$ cat config.mk
export PLATFORM = sky130hd
export DESIGN_NAME = rgb_color_distance_grey
export DESIGN_NICKNAME = d
export VERILOG_FILES = /design/src/rgbcd_pkg.sv /design/src/rgbcd_front.sv /design/src/rgbcd_sqrt_cell.sv /design/src/rgb_color_distance_grey.sv
export SDC_FILE = /design/constraint.sdc
export NUM_CORES = 2
export LEC_CHECK = 0
export BUFFER_PORTS_ARGS = -buffer_cell sky130_fd_sc_hd__buf_4
export CORE_ASPECT_RATIO = 0.6
export CORE_MARGIN = 2
export CORE_UTILIZATION = 35
export DETAILED_ROUTE_END_ITERATION = 8
export PLACE_DENSITY_LB_ADDON = 0.2
export SETUP_SLACK_MARGIN = 0.02
export SYNTH_ARGS = -nofsm -noshare
export SYNTH_HDL_FRONTEND = slang
export SYNTH_HIERARCHICAL = 1
export SYNTH_SLANG_ARGS = --single-unit
$ cat constraint.sdc
create_clock -name clk -period 21.5 [get_ports clk]
set_input_delay 4.3 -clock clk [delete_from_list [all_inputs] [get_ports clk]]
set_output_delay 4.3 -clock clk [all_outputs]
set_load 0.1 [all_outputs]
$ cat src/rgbcd_pkg.sv
`timescale 1ns / 1ps

package rgbcd_pkg;

    localparam int RAD_W  = 20;
    localparam int ROOT_W = RAD_W / 2;
    localparam int REM_W  = ROOT_W + 2;

    // floor(s / 3) == (s * RECIP3) >> RECIP3_SHIFT for every s below 2**19
    localparam logic [17:0] RECIP3       = 18'd174763;
    localparam int          RECIP3_SHIFT = 19;

    localparam logic [10:0] RED_WEIGHT_BASE  = 11'd1024;
    localparam logic [10:0] BLUE_WEIGHT_BASE = 11'd1534;

    localparam logic MODE_EUCLID  = 1'b0;
    localparam logic MODE_REDMEAN = 1'b1;

    localparam logic [7:0] GREY_MAX = 8'hFF;

    typedef struct packed {
        logic [7:0] red_a;
        logic [7:0] green_a;
        logic [7:0] blue_a;
        logic [7:0] red_b;
        logic [7:0] green_b;
        logic [7:0] blue_b;
    } pixel_pair_t;

    typedef struct packed {
        logic [7:0] grey_level;
        logic       clipped;
    } grey_result_t;

    typedef struct packed {
        logic              valid;
        logic [RAD_W-1:0]  rad;
        logic [REM_W-1:0]  rem;
        logic [ROOT_W-1:0] root;
    } sqrt_bus_t;

endpackage

$ cat src/rgbcd_front.sv
`timescale 1ns / 1ps

module rgbcd_front
    import rgbcd_pkg::*;
(
    input  logic        clk,
    input  logic        rst_n,
    input  logic        en,
    input  logic        feed_valid,
    input  pixel_pair_t feed,
    input  logic        mode,
    output sqrt_bus_t   sqrt_in
);

    logic [3:0] valid_reg;

    logic [7:0]  dr_reg, dg_reg, db_reg;
    logic [8:0]  sr_reg;
    logic [15:0] dr2_reg, dg2_reg, db2_reg;
    logic [8:0]  sr2_reg;
    logic [17:0] esum_reg;
    logic [26:0] pr_reg, pb_reg;
    logic [15:0] dg2b_reg;
    logic [RAD_W-1:0] rad_reg;

    logic [7:0]  dr_next, dg_next, db_next;
    logic [8:0]  sr_next;
    logic [10:0] wr, wb;
    logic [35:0] prod3;
    logic [28:0] x_sum;
    logic [RAD_W-1:0] rad_next;

    always_comb
    begin
        dr_next = (feed.red_a > feed.red_b) ? feed.red_a - feed.red_b
                                            : feed.red_b - feed.red_a;
        dg_next = (feed.green_a > feed.green_b) ? feed.green_a - feed.green_b
                                                : feed.green_b - feed.green_a;
        db_next = (feed.blue_a > feed.blue_b) ? feed.blue_a - feed.blue_b
                                              : feed.blue_b - feed.blue_a;
        sr_next = {1'b0, feed.red_a} + {1'b0, feed.red_b};

        wr = RED_WEIGHT_BASE + {2'b00, sr2_reg};
        wb = BLUE_WEIGHT_BASE - {2'b00, sr2_reg};

        prod3 = {18'd0, esum_reg} * {18'd0, RECIP3};
        x_sum = {2'b00, pr_reg} + {2'b00, dg2b_reg, 11'd0} + {2'b00, pb_reg};

        if (mode == MODE_REDMEAN)
        begin
            rad_next = x_sum[28:9];
        end
        else
        begin
            rad_next = {4'd0, prod3[RECIP3_SHIFT+15:RECIP3_SHIFT]};
        end
    end

    always_ff @(posedge clk or negedge rst_n)
    begin
        if (!rst_n)
        begin
            valid_reg <= '0;
        end
        else if (en)
        begin
            valid_reg <= {valid_reg[2:0], feed_valid};
        end
    end

    always_ff @(posedge clk)
    begin
        if (en)
        begin
            // stage 1: channel differences
            dr_reg   <= dr_next;
            dg_reg   <= dg_next;
            db_reg   <= db_next;
            sr_reg   <= sr_next;
            // stage 2: squares
            dr2_reg  <= {8'd0, dr_reg} * {8'd0, dr_reg};
            dg2_reg  <= {8'd0, dg_reg} * {8'd0, dg_reg};
            db2_reg  <= {8'd0, db_reg} * {8'd0, db_reg};
            sr2_reg  <= sr_reg;
            // stage 3: plain sum and weighted terms
            esum_reg <= {2'b00, dr2_reg} + {2'b00, dg2_reg} + {2'b00, db2_reg};
            pr_reg   <= {16'd0, wr} * {11'd0, dr2_reg};
            pb_reg   <= {16'd0, wb} * {11'd0, db2_reg};
            dg2b_reg <= dg2_reg;
            // stage 4: radicand
            rad_reg  <= rad_next;
        end
    end

    assign sqrt_in.valid = valid_reg[3];
    assign sqrt_in.rad   = rad_reg;
    assign sqrt_in.rem   = '0;
    assign sqrt_in.root  = '0;

endmodule

$ cat src/rgbcd_sqrt_cell.sv
`timescale 1ns / 1ps

module rgbcd_sqrt_cell
    import rgbcd_pkg::*;
(
    input  logic      clk,
    input  logic      rst_n,
    input  logic      en,
    input  sqrt_bus_t up,
    output sqrt_bus_t down
);

    logic              valid_reg;
    logic [RAD_W-1:0]  rad_reg;
    logic [REM_W-1:0]  rem_reg;
    logic [ROOT_W-1:0] root_reg;

    logic [REM_W+1:0]  cur;
    logic [REM_W+1:0]  trial;
    logic [REM_W+1:0]  diff;
    logic [REM_W-1:0]  rem_next;
    logic [ROOT_W-1:0] root_next;

    // one root bit per cell: bring down two radicand bits, try 4*root+1
    always_comb
    begin
        cur   = {up.rem, up.rad[RAD_W-1 -: 2]};
        trial = {{(REM_W-ROOT_W){1'b0}}, up.root, 2'b01};
        diff  = cur - trial;
        if (cur >= trial)
        begin
            rem_next  = diff[REM_W-1:0];
            root_next = {up.root[ROOT_W-2:0], 1'b1};
        end
        else
        begin
            rem_next  = cur[REM_W-1:0];
            root_next = {up.root[ROOT_W-2:0], 1'b0};
        end
    end

    always_ff @(posedge clk or negedge rst_n)
    begin
        if (!rst_n)
        begin
            valid_reg <= 1'b0;
        end
        else if (en)
        begin
            valid_reg <= up.valid;
        end
    end

    always_ff @(posedge clk)
    begin
        if (en)
        begin
            rad_reg  <= {up.rad[RAD_W-3:0], 2'b00};
            rem_reg  <= rem_next;
            root_reg <= root_next;
        end
    end

    assign down.valid = valid_reg;
    assign down.rad   = rad_reg;
    assign down.rem   = rem_reg;
    assign down.root  = root_reg;

endmodule

$ cat src/rgb_color_distance_grey.sv
`timescale 1ns / 1ps
// pipeline: 4 front stages, one square root cell per root bit (10 cells) and one
// output register
// throughput: one request per cycle while no result is held by res_stall; a one-entry
// input skid lets one more request in while a result waits on res_stall
// reset: rst_n clears all valid bits and selects the euclidean metric

module rgb_color_distance_grey
    import rgbcd_pkg::*;
(
    input  logic         clk,
    input  logic         rst_n,
    input  logic         pix_valid,
    output logic         pix_stall,
    input  pixel_pair_t  pix,
    output logic         res_valid,
    input  logic         res_stall,
    output grey_result_t res,
    input  logic         cfg_we,
    input  logic         cfg_wdata
);

    logic         mode_reg;
    logic         skid_valid_reg;
    pixel_pair_t  skid_reg;
    logic         res_valid_reg;
    grey_result_t res_reg;

    logic         en;
    logic         feed_valid;
    pixel_pair_t  feed;
    sqrt_bus_t    chain [0:ROOT_W];
    logic         clip;
    grey_result_t res_next;

    assign en         = !res_valid_reg || !res_stall;
    assign pix_stall  = skid_valid_reg;
    assign feed_valid = skid_valid_reg || pix_valid;
    assign feed       = skid_valid_reg ? skid_reg : pix;

    always_ff @(posedge clk or negedge rst_n)
    begin
        if (!rst_n)
        begin
            mode_reg       <= MODE_EUCLID;
            skid_valid_reg <= 1'b0;
            res_valid_reg  <= 1'b0;
        end
        else
        begin
            if (cfg_we)
            begin
                mode_reg <= cfg_wdata;
            end
            if (en)
            begin
                skid_valid_reg <= 1'b0;
                res_valid_reg  <= chain[ROOT_W].valid;
            end
            else if (pix_valid && !skid_valid_reg)
            begin
                skid_valid_reg <= 1'b1;
            end
        end
    end

    always_ff @(posedge clk)
    begin
        if (!en && pix_valid && !skid_valid_reg)
        begin
            skid_reg <= pix;
        end
        if (en)
        begin
            res_reg <= res_next;
        end
    end

    rgbcd_front u_front (
        .clk        (clk),
        .rst_n      (rst_n),
        .en         (en),
        .feed_valid (feed_valid),
        .feed       (feed),
        .mode       (mode_reg),
        .sqrt_in    (chain[0])
    );

    for (genvar i = 0; i < ROOT_W; i++)
    begin : g_cell
        rgbcd_sqrt_cell u_cell (
            .clk   (clk),
            .rst_n (rst_n),
            .en    (en),
            .up    (chain[i]),
            .down  (chain[i+1])
        );
    end

    always_comb
    begin
        clip                = |chain[ROOT_W].root[ROOT_W-1:8];
        res_next.clipped    = clip;
        res_next.grey_level = clip ? GREY_MAX : chain[ROOT_W].root[7:0];
    end

    assign res_valid = res_valid_reg;
    assign res       = res_reg;

endmodule

==> run_results.csv <==
group,metric,value,unit
final_layout,layout_common_cells,"776 x inv_1, 606 x ha_1, 547 x edfxtp_1",
worst_hold_path,hold_path_class,"reg -> reg",
detailed_routing,routedWlPerCell,16.6,microns
detailed_routing,firstDrtPassIters,5,
floorplan,initial_core_util,0.352,
final_layout,largest_register_ffs,108,
timing,min_period_over_period,0.334,
place,dpl.hpwl,85.8,mm
floorplan,die_area,148000,sq um
global_route,grt_pass1_vias,31200,
global_route,grt_pass1_wl,175,mm
final_layout,syn_to_final_growth,8.58,%
detailed_routing,drc_errors,0,
cts,post_cts_buffers,0,
timing,setup_viol,0,
timing,hold_viol,0,
yosys,syn_inst,4492,
cts,htreeDepth,2,
cts,cts_tree,"yes",
detailed_routing,dr_total_vias,30800,
cts,hold_buffers,0,
detailed_routing,drtAntennaViolNets,0,
final_layout,drive_gt1_frac,0.0853,
timing,period_minus_slack,7.18,ns
run,maxCapViolCount,0,
cts,clockBufferDepth,3,
cts,cts.sinks,564,
cts,cts_made_buffers,55,
timing,slew_viol_final,0,
detailed_routing,first_iter_violations,1908,
worst_setup_path,reg2reg_depth,21,
cts,cts_root_buffer,"clkbuf_16",
floorplan,rows,108,
cts,clock_latency,0.69,ns
yosys,ys_warn_count,6,
detailed_routing,wirelength,108,mm
place,port_buffers,64,
yosys,synth_area,50600,sq um
worst_setup_path,arrival,7.59,ns
worst_setup_path,crit_required,21.90,ns
timing,finalClockSkew,0.0419,ns
worst_setup_path,startpoint_type,"flop",
floorplan,core,144000,sq um
timing,worst_pin_slew,1.08,ns
floorplan,dieWidth,495,microns
global_route,antenna_found_initial,3,
timing,maxSlewHeadroom,0.274,
global_route,grt_usage,0.148,
floorplan,die_h,299,microns
timing,max_freq,139,MHz
final_layout,final_common_cell,"inv_1",
global_route,overflow,0,
yosys,synth_area_per_cell,11.3,sq um
place,gp_congestion,0.854,
cts,clk_pin_slew,0.07,ns
global_route,grt_max_degree,80,
floorplan,io_pins,65,
worst_setup_path,cp_max_fo,16,
worst_setup_path,cp-end-kind,"flop",
status,status,"finished clean",
cts,cts_resized,0,
timing,rsz0062_at_grt,"false",
final_layout,fin_util,0.382,
worst_hold_path,min_path_cells,0,
detailed_routing,routed_via_density,4.72,
worst_setup_path,criticalPathCategory,"reg -> reg",
timing,setup_tns,0,ns
final_layout,layout.nets,5661,
routing by layer:
layer,vias up,track usage,share of wire
met4,0,0.0231,0.014
met5,-,0,0
met3,87,0.0231,0.045
met1,15100,0.244,0.55
met2,504,0.204,0.39
li1,15200,-,-
worst paths after layout:
path,from,to,slack (ns)
min in group asynchronous,rst_n,pix_stall$_DFFE_PN0P_,3.52
worst min register to register,g_cell[5].u_cell/rad_reg[15]$_DFFE_PP_,g_cell[6].u_cell/rad_reg[17]$_DFFE_PP_,0.41
worst min-delay path,g_cell[5].u_cell/rad_reg[15]$_DFFE_PP_,g_cell[6].u_cell/rad_reg[17]$_DFFE_PP_,0.41
worst max register to register,u_front/sr2_reg[1]$_DFFE_PP_,u_front/pb_reg[25]$_DFFE_PP_,14.32
max in group asynchronous,rst_n,pix_stall$_DFFE_PN0P_,17.76
worst max-delay path,u_front/sr2_reg[1]$_DFFE_PP_,u_front/pb_reg[25]$_DFFE_PP_,14.32
layout make-up:
| cell class | instances | area (sq um) |
|---|---|---|
| Timing Repair Buffer | 86 | 646 |
| Multi-Input combinational cell | 3068 | 30300 |
| Clock inverter | 29 | 359 |
| Fill cell | 14100 | 89100 |
| Antenna cell | 3 | 7.51 |
| Tap cell | 1925 | 2410 |
| Sequential cell | 564 | 16900 |
| Clock buffer | 72 | 1480 |
| Inverter | 776 | 2910 |
worst max-delay path: stages, from the launching register on:
cell and delay [ns]:
edfxtp_1 0.76, ha_1 0.38, nand3_1 0.14, xor2_2 0.71
nand2_1 0.19, fa_1 0.53, fa_1 0.52, inv_1 0.04
ha_1 0.31, fa_1 0.54, inv_1 0.06, fa_1 0.55
inv_1 0.05, ha_1 0.33, o21ai_0 0.09, a21oi_1 0.08
o41ai_1 0.70, o311a_1 0.31, o31ai_1 0.09, a21oi_1 0.24
o21ai_1 0.12, xor2_1 0.15
per-stage QoR:
step / cells / worst slack, ns / instance area, sq um / hold WS [ns]
5_1_grt: 6522 / 13.82 / 55000 / 0.417
2_1_floorplan: 4528 / 4.88 / 50800 / 0.400
6_report: 6523 / 14.32 / 55000 / 0.412
4_1_cts: 6520 / 14.27 / 55000 / 0.419
3_5_place_dp: 6419 / 13.53 / 53100 / 0.405
3_3_place_gp: 6419 / 13.59 / 53100 / 0.400
Power is not shown: default switching activity piles up to over one toggle a cycle in this logic, so the estimate is an artifact.
